$ cat config.mk
export PLATFORM = sky130hd
export DESIGN_NAME = servo_channel_pulse_mapper
export DESIGN_NICKNAME = d
export VERILOG_FILES = /design/src/hdl/scpm_pkg.sv /design/src/hdl/servo_channel_pulse_mapper.sv /design/src/hdl/scpm_ram.sv
export SDC_FILE = /design/constraint.sdc
export NUM_CORES = 1
export LEC_CHECK = 0
export BUFFER_PORTS_ARGS = -buffer_cell sky130_fd_sc_hd__buf_2
export CORE_ASPECT_RATIO = 0.5
export CORE_MARGIN = 2
export CORE_UTILIZATION = 44
export DETAILED_ROUTE_END_ITERATION = 8
export GPL_TIMING_DRIVEN = 0
export HOLD_SLACK_MARGIN = 0.12
export PLACE_DENSITY_LB_ADDON = 0.3
export SLEW_MARGIN = 10
export SYNTH_ARGS = -nofsm -noshare
export SYNTH_HDL_FRONTEND = slang
export SYNTH_HIERARCHICAL = 1
export SYNTH_SLANG_ARGS = --single-unit
$ cat constraint.sdc
create_clock -name i_clk -period 16.2 [get_ports i_clk]
set_input_delay 2.43 -clock i_clk [delete_from_list [all_inputs] [get_ports i_clk]]
set_output_delay 2.43 -clock i_clk [all_outputs]
set_load 0.01 [all_outputs]
$ cat src/hdl/scpm_pkg.sv
package scpm_pkg;

    // Command codes
    typedef logic [1:0] t_cmd;
    localparam t_cmd CMD_PULSE  = 2'd0;
    localparam t_cmd CMD_ANGLE  = 2'd1;
    localparam t_cmd CMD_LIMITS = 2'd2;

    // Default channel count
    localparam int CHANNELS_DEF = 16;

    // Field widths
    localparam int LIMIT_W = 12;
    localparam int COUNT_W = 13;

    typedef logic [LIMIT_W-1:0] t_limit;
    typedef logic [COUNT_W-1:0] t_count;

    // Device register map: first channel's on-low byte
    localparam logic [7:0] REG_BASE = 8'd6;

    // Limit values after reset
    localparam t_limit LOWER_RESET = 12'd159;
    localparam t_limit UPPER_RESET = 12'd456;

    // Pulse codes
    localparam t_limit PULSE_MAX = 12'd4095;
    localparam t_count FULL_CODE = 13'd4096;

    // floor(x / 180) = (x * DEG_RECIP) >> DEG_SHIFT, exact for x < 4096
    localparam int           DEG_SHIFT = 20;
    localparam logic [12:0]  DEG_RECIP = 13'd5826;
    localparam int           PROD_W    = 25;

endpackage

$ cat src/hdl/servo_channel_pulse_mapper.sv
// Pulse and angle commands: first register write beat 4 cycles after acceptance,
// then four beats, one a cycle without back-pressure: 8 cycles per command.
// set_limits and ignored commands take 1 cycle. The limit RAM read, the degree
// scaling multiplier and the four output beats set these figures.
// Reset (synchronous, active low) marks every channel's limits as unwritten,
// so they read as 159 and 456 until set; no clearing pass is needed.
module servo_channel_pulse_mapper import scpm_pkg::*; #(
    parameter int CHANNELS = CHANNELS_DEF
) (
    input  logic               i_clk,
    input  logic               i_rst_n,
    // command channel
    input  logic               i_in_valid,
    output logic               o_in_ready,
    input  logic [1:0]         i_cmd,
    input  logic [3:0]         i_channel,
    input  logic signed [12:0] i_value,
    input  logic               i_invert,
    input  logic [11:0]        i_limit_low_in,
    input  logic [11:0]        i_limit_high_in,
    // register write channel
    output logic               o_out_valid,
    input  logic               i_out_ready,
    output logic [7:0]         o_reg_addr,
    output logic [7:0]         o_reg_data,
    output logic               o_last
);

    localparam int AddrW = (CHANNELS > 1) ? $clog2(CHANNELS) : 1;
    localparam int EntryW = 2 * LIMIT_W;

    localparam logic [2:0] S_IDLE = 3'd0;
    localparam logic [2:0] S_READ = 3'd1;
    localparam logic [2:0] S_MUL  = 3'd2;
    localparam logic [2:0] S_SUM  = 3'd3;
    localparam logic [2:0] S_EMIT = 3'd4;

    logic [2:0] r_state, n_state;
    logic [1:0] r_beat, n_beat;
    logic [CHANNELS-1:0] r_valid;

    logic               w_accept, w_in_range, w_wr, w_rd;
    logic [6:0]         w_ch_ext;
    logic [AddrW-1:0]   w_addr;
    logic [EntryW-1:0]  w_rdata;

    // command registers
    t_cmd               r_cmd;
    logic [3:0]         r_ch;
    logic signed [12:0] r_value;
    logic               r_invert;
    logic               r_rd_valid;

    // datapath registers
    t_limit             r_lo, r_hi, r_mid;
    logic               r_neg;
    logic [PROD_W-1:0]  r_prod;
    logic signed [19:0] r_scaled;
    t_count             r_on, r_off;

    // ---------------- input side ----------------
    assign o_in_ready = (r_state == S_IDLE);
    assign w_accept   = i_in_valid && o_in_ready;
    assign w_ch_ext   = 7'(i_channel);
    assign w_in_range = w_ch_ext < 7'(CHANNELS);
    assign w_addr     = w_ch_ext[AddrW-1:0];
    assign w_wr       = w_accept && w_in_range && (i_cmd == CMD_LIMITS);
    assign w_rd       = w_accept && w_in_range &&
                        ((i_cmd == CMD_PULSE) || (i_cmd == CMD_ANGLE));

    scpm_ram #(
        .WIDTH (EntryW),
        .DEPTH (CHANNELS)
    ) u_limits (
        .i_clk   (i_clk),
        .i_we    (w_wr),
        .i_re    (w_rd),
        .i_addr  (w_addr),
        .i_wdata ({i_limit_high_in, i_limit_low_in}),
        .o_rdata (w_rdata)
    );

    // ---------------- stage: RAM data back ----------------
    t_limit             w_lo, w_hi, w_mag, w_mid;
    logic [10:0]        w_half;
    logic signed [12:0] w_steps, w_mid_s, w_half_s;

    always_comb begin
        w_lo     = r_rd_valid ? w_rdata[LIMIT_W-1:0]      : LOWER_RESET;
        w_hi     = r_rd_valid ? w_rdata[EntryW-1:LIMIT_W] : UPPER_RESET;
        w_steps  = $signed({1'b0, w_hi}) - $signed({1'b0, w_lo});
        w_mag    = w_steps[12] ? 12'(-w_steps) : w_steps[11:0];
        w_half   = w_mag[11:1];
        w_half_s = $signed({2'b00, w_half});
        // midpoint with half range truncated toward zero
        w_mid_s  = $signed({1'b0, w_lo}) + (w_steps[12] ? -w_half_s : w_half_s);
        w_mid    = w_mid_s[11:0];
    end

    // ---------------- stage: step per degree times angle ----------------
    logic [4:0]         w_pd_mag;
    logic signed [19:0] w_pd, w_neg_val, w_scaled;

    always_comb begin
        w_pd_mag  = r_prod[DEG_SHIFT +: 5];
        w_pd      = r_neg ? -$signed({15'd0, w_pd_mag}) : $signed({15'd0, w_pd_mag});
        w_neg_val = -$signed({{7{r_value[12]}}, r_value});
        w_scaled  = w_neg_val * w_pd;
    end

    // ---------------- stage: clamp and code mapping ----------------
    logic signed [20:0] w_pwm, w_in, w_lo21, w_hi21, w_clamp;
    t_limit             w_v;
    logic               w_inv, w_full_on, w_full_off;
    t_count             w_on, w_off;

    always_comb begin
        w_pwm  = $signed({9'd0, r_mid}) + $signed({r_scaled[19], r_scaled});
        w_in   = (r_cmd == CMD_PULSE) ? $signed({{8{r_value[12]}}, r_value}) : w_pwm;
        w_lo21 = $signed({9'd0, r_lo});
        w_hi21 = $signed({9'd0, r_hi});
        // lower limit first, then upper, so reversed limits leave the upper one
        w_clamp = (w_in < w_lo21) ? w_lo21 : w_in;
        if (w_clamp > w_hi21) begin
            w_clamp = w_hi21;
        end
        w_v = w_clamp[11:0];

        w_inv      = (r_cmd == CMD_PULSE) && r_invert;
        w_full_on  = w_inv ? (w_v == '0) : (w_v == PULSE_MAX);
        w_full_off = w_inv ? (w_v == PULSE_MAX) : (w_v == '0);
        priority if (w_full_on) begin
            w_on  = FULL_CODE;
            w_off = '0;
        end else if (w_full_off) begin
            w_on  = '0;
            w_off = FULL_CODE;
        end else begin
            w_on  = '0;
            w_off = {1'b0, (w_inv ? (PULSE_MAX - w_v) : w_v)};
        end
    end

    // ---------------- sequencer ----------------
    always_comb begin
        n_state = r_state;
        n_beat  = r_beat;
        unique case (r_state)
            S_IDLE: begin
                if (w_rd) begin
                    n_state = S_READ;
                end
            end
            S_READ: n_state = S_MUL;
            S_MUL:  n_state = S_SUM;
            S_SUM: begin
                n_state = S_EMIT;
                n_beat  = '0;
            end
            S_EMIT: begin
                if (i_out_ready) begin
                    n_beat = r_beat + 2'd1;
                    if (r_beat == 2'd3) begin
                        n_state = S_IDLE;
                    end
                end
            end
            default: n_state = S_IDLE;
        endcase
    end

    always_ff @(posedge i_clk) begin
        if (!i_rst_n) begin
            r_state <= S_IDLE;
            r_beat  <= '0;
            r_valid <= '0;
        end else begin
            r_state <= n_state;
            r_beat  <= n_beat;
            if (w_wr) begin
                r_valid[w_addr] <= 1'b1;
            end
        end
    end

    // payload registers
    always_ff @(posedge i_clk) begin
        if (w_accept) begin
            r_cmd      <= i_cmd;
            r_ch       <= i_channel;
            r_value    <= i_value;
            r_invert   <= i_invert;
            r_rd_valid <= r_valid[w_addr];
        end
        if (r_state == S_READ) begin
            r_lo   <= w_lo;
            r_hi   <= w_hi;
            r_mid  <= w_mid;
            r_neg  <= w_steps[12];
            r_prod <= PROD_W'(w_mag) * PROD_W'(DEG_RECIP);
        end
        if (r_state == S_MUL) begin
            r_scaled <= w_scaled;
        end
        if (r_state == S_SUM) begin
            r_on  <= w_on;
            r_off <= w_off;
        end
    end

    // ---------------- output beats ----------------
    assign o_out_valid = (r_state == S_EMIT);
    assign o_reg_addr  = REG_BASE + {2'b00, r_ch, 2'b00} + {6'd0, r_beat};
    assign o_last      = o_out_valid && (r_beat == 2'd3);

    always_comb begin
        unique case (r_beat)
            2'd0: o_reg_data = r_on[7:0];
            2'd1: o_reg_data = {3'd0, r_on[12:8]};
            2'd2: o_reg_data = r_off[7:0];
            2'd3: o_reg_data = {3'd0, r_off[12:8]};
            default: o_reg_data = '0;
        endcase
    end

    // ---------------- assertions ----------------
    a_no_overlap: assert property (@(posedge i_clk) disable iff (!i_rst_n)
        !(o_in_ready && o_out_valid))
        else $error("command taken while register beats pending");

    a_first_beat: assert property (@(posedge i_clk) disable iff (!i_rst_n)
        (w_rd) |-> ##4 (o_out_valid && (r_beat == 2'd0)))
        else $error("pulse command did not reach first beat on time");

    a_beat_order: assert property (@(posedge i_clk) disable iff (!i_rst_n)
        (o_out_valid && i_out_ready && !o_last)
            |=> (o_out_valid && (o_reg_addr == $past(o_reg_addr) + 8'd1)))
        else $error("register beats out of order");

    a_back_idle: assert property (@(posedge i_clk) disable iff (!i_rst_n)
        (o_out_valid && i_out_ready && o_last) |=> o_in_ready)
        else $error("not idle after last beat");

endmodule

$ cat src/hdl/scpm_ram.sv
module scpm_ram #(
    parameter int WIDTH = 24,
    parameter int DEPTH = 16,
    localparam int AddrW = (DEPTH > 1) ? $clog2(DEPTH) : 1
) (
    input  logic             i_clk,
    input  logic             i_we,
    input  logic             i_re,
    input  logic [AddrW-1:0] i_addr,
    input  logic [WIDTH-1:0] i_wdata,
    output logic [WIDTH-1:0] o_rdata
);

    logic [WIDTH-1:0] r_mem [DEPTH];
    logic [WIDTH-1:0] r_rdata;

    // Single port, registered read
    always_ff @(posedge i_clk) begin
        if (i_we) begin
            r_mem[i_addr] <= i_wdata;
        end
        if (i_re) begin
            r_rdata <= r_mem[i_addr];
        end
    end

    assign o_rdata = r_rdata;

endmodule
==> results.sh, run 1 <==
export IMPL_yosys_area_top_type="edfxtp_1"
export IMPL_synth_seq_area_share_pct=49.7
export IMPL_post_route_min_period_ns=9.08
export IMPL_die_h_um=193
export IMPL_die_area_mm2=0.0736
export IMPL_skew_ns=0.0356
export IMPL_yosysWarnings=6
export IMPL_drtAntennaViolNets=0
export IMPL_diodes=0
export IMPL_h_tree_depth=2
export IMPL_cts_made_buffers=48
export IMPL_slew_headroom_pct=21.0
export IMPL_synth_top_flop_cell="edfxtp_1"
export IMPL_critPathArrivalTime_ns=9.40
export IMPL_yosysTopAreaCellShare_pct=48.3
export IMPL_dp_hpwl_mm=52.3
export IMPL_stdcell_count=3450
export IMPL_root_buffer="clkbuf_16"
export IMPL_drc=0
export IMPL_rows=69
export IMPL_insertion_delay_ns=0.59
export IMPL_fmax_ghz=0.110
export IMPL_async_flop_share_pct=0
export IMPL_grt_setup_unrepaired="false"
export IMPL_synth_top_cells_by_count="edfxtp_1, inv_1, ha_1, fa_1, nand2_1"
export IMPL_io_buffer_count=65
export IMPL_ys_ff_latch=526
export IMPL_clk_pin_slew_ns=0.07
export IMPL_viasPerCell=5.36
export IMPL_vias=18500
export IMPL_grt_total_usage_pct=19.3
export IMPL_syn_nets=2743
export IMPL_synth_most_common_cell="edfxtp_1"
export IMPL_dieWidth_um=382
export IMPL_dr_pass1_iters=5
export IMPL_status="finished, final reports clean"
export IMPL_start_util_pct=44.3
export IMPL_crit_required_ns=16.52
export IMPL_antenna_found_initial=2
export IMPL_area_delta_synth_final_pct=12.3
export IMPL_cts_tree="yes"
export IMPL_path_class="reg -> reg"
export IMPL_core_area_mm2=0.0708
export IMPL_slew_violations=0
export IMPL_grt_pass1_wl_mm=110
export IMPL_num_fill_cells=6129
export IMPL_nets=2888
export IMPL_syn_area_mm2=0.0314
export IMPL_tns_ns=0
export IMPL_synth_edff_count=505
export IMPL_postPlaceCellArea_mm2=0.0335
export IMPL_dr_first_iter_drc_count=1514
export IMPL_crit_path_end_kind="flop"
export IMPL_cts_buffer_depth=3
export IMPL_syn_inst=2307
export IMPL_min_period_over_period_pct=56.1
export IMPL_syn_avg_cell_area_um2=13.6
export IMPL_wl_per_cell_um=20.1
export IMPL_grt_overflow=0
export IMPL_synthTopCellsByArea="edfxtp_1, fa_1, ha_1, mux4_2, inv_1"
export IMPL_post_place_cells=3360
export IMPL_grt_max_degree=22
export IMPL_stdcell_area_mm2=0.0352
export IMPL_place_congestion=0.918
export IMPL_postCtsSetupBuffers=0
export IMPL_drive_gt1_share_pct=14.5
export IMPL_ctsResizeCount=0
export IMPL_worst_hold_path_type="reg -> reg"
export IMPL_tightest_slew_ns=1.15
export IMPL_maxCapViolCount=0
export IMPL_setup_viol_count_final=0
export IMPL_timing_hold_violations_final=0
export IMPL_cp_start_kind="flop"
export IMPL_ios=67
export IMPL_cts_sinks=526
export IMPL_wl_mm=69.3
export IMPL_cts_hold_buf=0
export IMPL_grt_pass1_vias=19000
export IMPL_synth_distinct_cells=95
export IMPL_crit_fanout=10
## flip-flops by register name (all words and copies together) (netlist names), 12 cells and up
name / count
r_value: 13
r_hi: 12
u_limits/r_mem: 384
r_valid: 16
r_scaled: 20
u_limits/o_rdata: 24
r_off: 13
r_lo: 12
r_mid: 12
## per-stage QoR
stage,setup slack (ns),hold slack (ns),utilization [%]
CTS,7.08,0.467,49.8
detailed placement,7.13,0.449,47.3
finish,7.12,0.460,49.8
floorplan,8.53,0.435,-
global route,6.61,0.473,49.8
global placement,7.12,0.445,46.5
## metal layers
| metal | vias to the layer above | share of wire (%) | global-route usage [%] |
|---|---|---|---|
| met3 | 102 | 5.0 | 2.47 |
| met1 | 9335 | 45 | 26.9 |
| li1 | 8608 | - | - |
| met4 | 0 | 2.1 | 4.75 |
| met2 | 452 | 48 | 32.4 |
| met5 | - | 0 | 0 |
## layout make-up
cell class                      instances  area, um^2  area share, %
Sequential cell                       526       15600           44.2
Multi-Input combinational cell       1439       14500           41.2
Clock buffer                           53        1220           3.46
Tap cell                              958        1200           3.40
Inverter                              271        1020           2.89
Timing Repair Buffer                   95         813           2.31
Clock inverter                         37         514           1.46
Buffer                                 71         369           1.05
## worst max-delay path: stages (launching register included)
cell and delay, ns:
edfxtp_1 0.58, inv_1 0.35, clkbuf_1 0.48, ha_1 0.26, nor3b_1 0.37, ha_1 0.19
nand2_1 0.05, o21ai_1 0.32, clkbuf_1 0.44, nand2_1 0.15, fa_1 0.56, inv_1 0.05
fa_1 0.49, fa_1 0.56, inv_1 0.06, fa_1 0.49, inv_1 0.05, fa_1 0.48
fa_1 0.54, fa_1 0.51, ha_1 0.25, or3_1 0.32, a211oi_1 0.32, nor3_1 0.13
or4_1 0.50, a21oi_1 0.20, xnor2_1 0.13
## logic make-up after synthesis
family	after synthesis	share of synthesized area, %
AOI/OAI and AO/OA	283	6.41
xor gates and xnor gates	151	4.32
adders and majority gates	388	19.5
buffers and inverters	342	4.42
DFF	526	49.7
muxes	112	7.71
other	1	0.0120
and+or+nand+nor	504	7.89
## cell usage in the layout, fill, tap and decap left out, drive strengths merged, types with 45 or more instances in the layout
| cell | count |
|---|---|
| fa | 170 |
| edfxtp | 505 |
| ha | 218 |
| nand2 | 152 |
| xor2 | 47 |
| inv | 272 |
| mux4 | 103 |
| a21oi | 45 |
| a22oi | 54 |
| nor2 | 135 |
| clkbuf | 95 |
| xnor2 | 104 |
| o21ai | 49 |
| buf | 124 |
## final timing paths
kind         startpoint            to  slack [ns]  depth (start not counted)
min          r_valid[2]    r_valid[2]        0.46                          1
max reg2reg  r_prod[20]  r_scaled[18]        7.12                         26
max          r_prod[20]  r_scaled[18]        7.12                         26
min reg2reg  r_valid[2]    r_valid[2]        0.46                          1
Power of run 1 is not shown: default switching activity piles up to over one toggle a cycle in this logic, so the estimate is an artifact.
==> run 2: changes to the inputs <==
clock period = 9.5 ns   (was 16.2 ns; I/O delays follow)
==> run 2 against run 1 <==
Routed wire length fell by 0.11%. Critical path depth fell by 1. Final cell count barely moved. Fmax rose by 2.6%. Die area did not move. Sequential share of layout area barely moved. Setup slack got worse by 6.5 ns. Register-to-register slack got worse by 6.5 ns. Cell area barely moved. Via count fell by 0.37%. First-iteration DRC count fell by 3.4%.
==> results.sh, run 2 (synthesis results as in run 1) <==
export IMPL_h_tree_depth=2
export IMPL_cts_sinks=526
export IMPL_layout_cells_most_common="edfxtp_1"
export IMPL_top_register="u_limits/r_mem"
export IMPL_stdcell_area_mm2=0.0352
export IMPL_cp_common_cell="fa_1"
export IMPL_dr_first_iter_drc_count=1462
export IMPL_cts_tree="yes"
export IMPL_cts_buffer_depth=3
export IMPL_path_class="reg -> reg"
export IMPL_setup_viol_count_final=0
export IMPL_cp_buffers_inverters=5
export IMPL_dieWidth_um=382
export IMPL_drc=0
export IMPL_crit_required_ns=9.82
export IMPL_vias=18400
export IMPL_cp_top_family="adder cells"
export IMPL_cts_made_buffers=48
export IMPL_die_area_mm2=0.0736
export IMPL_mostFrequentLayoutCells="edfxtp_1, inv_1, ha_1"
export IMPL_grt_overflow=0
export IMPL_area_delta_synth_final_pct=12.3
export IMPL_tns_ns=0
export IMPL_slew_violations=0
export IMPL_critPathArrivalTime_ns=9.17
export IMPL_grt_pass1_wl_mm=110
export IMPL_largest_reg_flops=384
export IMPL_rows=69
export IMPL_dr_pass1_iters=7
export IMPL_seqCellArea_mm2=0.0156
export IMPL_wl_per_cell_um=20.1
export IMPL_slowest_stage="edfxtp_1"
export IMPL_timing_hold_violations_final=0
export IMPL_multi_input_area_mm2=0.0145
export IMPL_grt_setup_unrepaired="false"
export IMPL_postPlaceCellArea_mm2=0.0335
export IMPL_wl_mm=69.2
export IMPL_start_util_pct=44.3
export IMPL_core_area_mm2=0.0708
export IMPL_crit_path_end_kind="flop"
export IMPL_insertion_delay_ns=0.60
export IMPL_maxCapViolCount=0
export IMPL_skew_ns=0.0378
export IMPL_diodes=0
export IMPL_die_h_um=193
export IMPL_grt_max_degree=22
export IMPL_nets=2887
export IMPL_io_buffer_count=65
export IMPL_clk_pin_slew_ns=0.07
export IMPL_critPathMaxStageDelay_ns=0.58
export IMPL_tightest_slew_ns=1.17
export IMPL_grt_total_usage_pct=19.3
export IMPL_grt_pass1_vias=19000
export IMPL_fmax_ghz=0.113
export IMPL_status="finished, final reports clean"
export IMPL_min_period_over_period_pct=93.2
export IMPL_num_fill_cells=6129
export IMPL_dp_hpwl_mm=52.3
export IMPL_slew_headroom_pct=19.9
export IMPL_drtAntennaViolNets=0
export IMPL_drive_gt1_share_pct=14.5
export IMPL_post_route_min_period_ns=8.85
export IMPL_antenna_found_initial=2
export IMPL_place_congestion=0.918
export IMPL_cp_start_kind="flop"
export IMPL_root_buffer="clkbuf_16"
export IMPL_viasPerCell=5.34
export IMPL_worst_hold_path_type="reg -> reg"
export IMPL_ios=67
export IMPL_crit_fanout=16
-- run 2: cell count changes in the layout (fill, tap and decap cells not counted) --
cell | previous run | this run
clkbuf_1 | 46 | 45
-- run 2: metal layers --
| metal | track usage, % | share of wire [%] | vias to the layer above |
|---|---|---|---|
| li1 | - | - | 8603 |
| met4 | 4.75 | 2.1 | 0 |
| met3 | 2.47 | 4.9 | 103 |
| met1 | 26.9 | 45 | 9273 |
| met2 | 32.4 | 48 | 449 |
| met5 | 0 | 0 | - |
-- run 2: cell type report --
cell class	count	share of cell area, %
Sequential cell	526	44.2
Multi-Input combinational cell	1439	41.2
Clock buffer	53	3.46
Tap cell	958	3.40
Inverter	271	2.89
Timing Repair Buffer	95	2.31
Clock inverter	37	1.46
Buffer	70	1.04
-- run 2: path summary, 6_finish.rpt --
kind | slack [ns] | cells after the start | end | from
min reg2reg | 0.46 | 1 | r_valid[2] | r_valid[2]
max reg2reg | 0.65 | 25 | r_scaled[18] | r_prod[20]
min | 0.46 | 1 | r_valid[2] | r_valid[2]
max | 0.65 | 25 | r_scaled[18] | r_prod[20]
-- run 2: worst register-to-register path: stages, from the launching register on --
cell      delay, ns
edfxtp_1       0.58
inv_1          0.57
ha_1           0.27
nor3b_1        0.39
ha_1           0.19
nand2_1        0.05
o21ai_1        0.31
clkbuf_1       0.45
nand2_1        0.15
fa_1           0.56
inv_1          0.05
fa_1           0.49
fa_1           0.56
inv_1          0.06
fa_1           0.49
inv_1          0.05
fa_1           0.48
fa_1           0.54
fa_1           0.51
ha_1           0.25
or3_1          0.32
a211oi_1       0.32
nor3_1         0.13
or4_1          0.50
a21oi_1        0.20
xnor2_1        0.13
-- run 2: per-stage QoR --
step                hold WS, ns  util (%)  setup WS (ns)  cells
detailed placement        0.449      47.3          0.434   3360
CTS                       0.467      49.8          0.383   3450
global placement          0.445      46.5          0.417   3330
finish                    0.462      49.8          0.647   3449
global route              0.473      49.8          0.135   3449
floorplan                 0.435         -           1.83   2307
-- run 2: repair_timing --
| action | CTS | global route |
|---|---|---|
| endpoints found under the setup margin | 0 | 2 |
| hold endpoints to repair | 0 | 0 |
| setup buffers | 0 | 0 |
| hold buffers | 0 | 0 |
| gates resized for setup | 0 | 0 |
Power of run 2 is left out for the same reason.
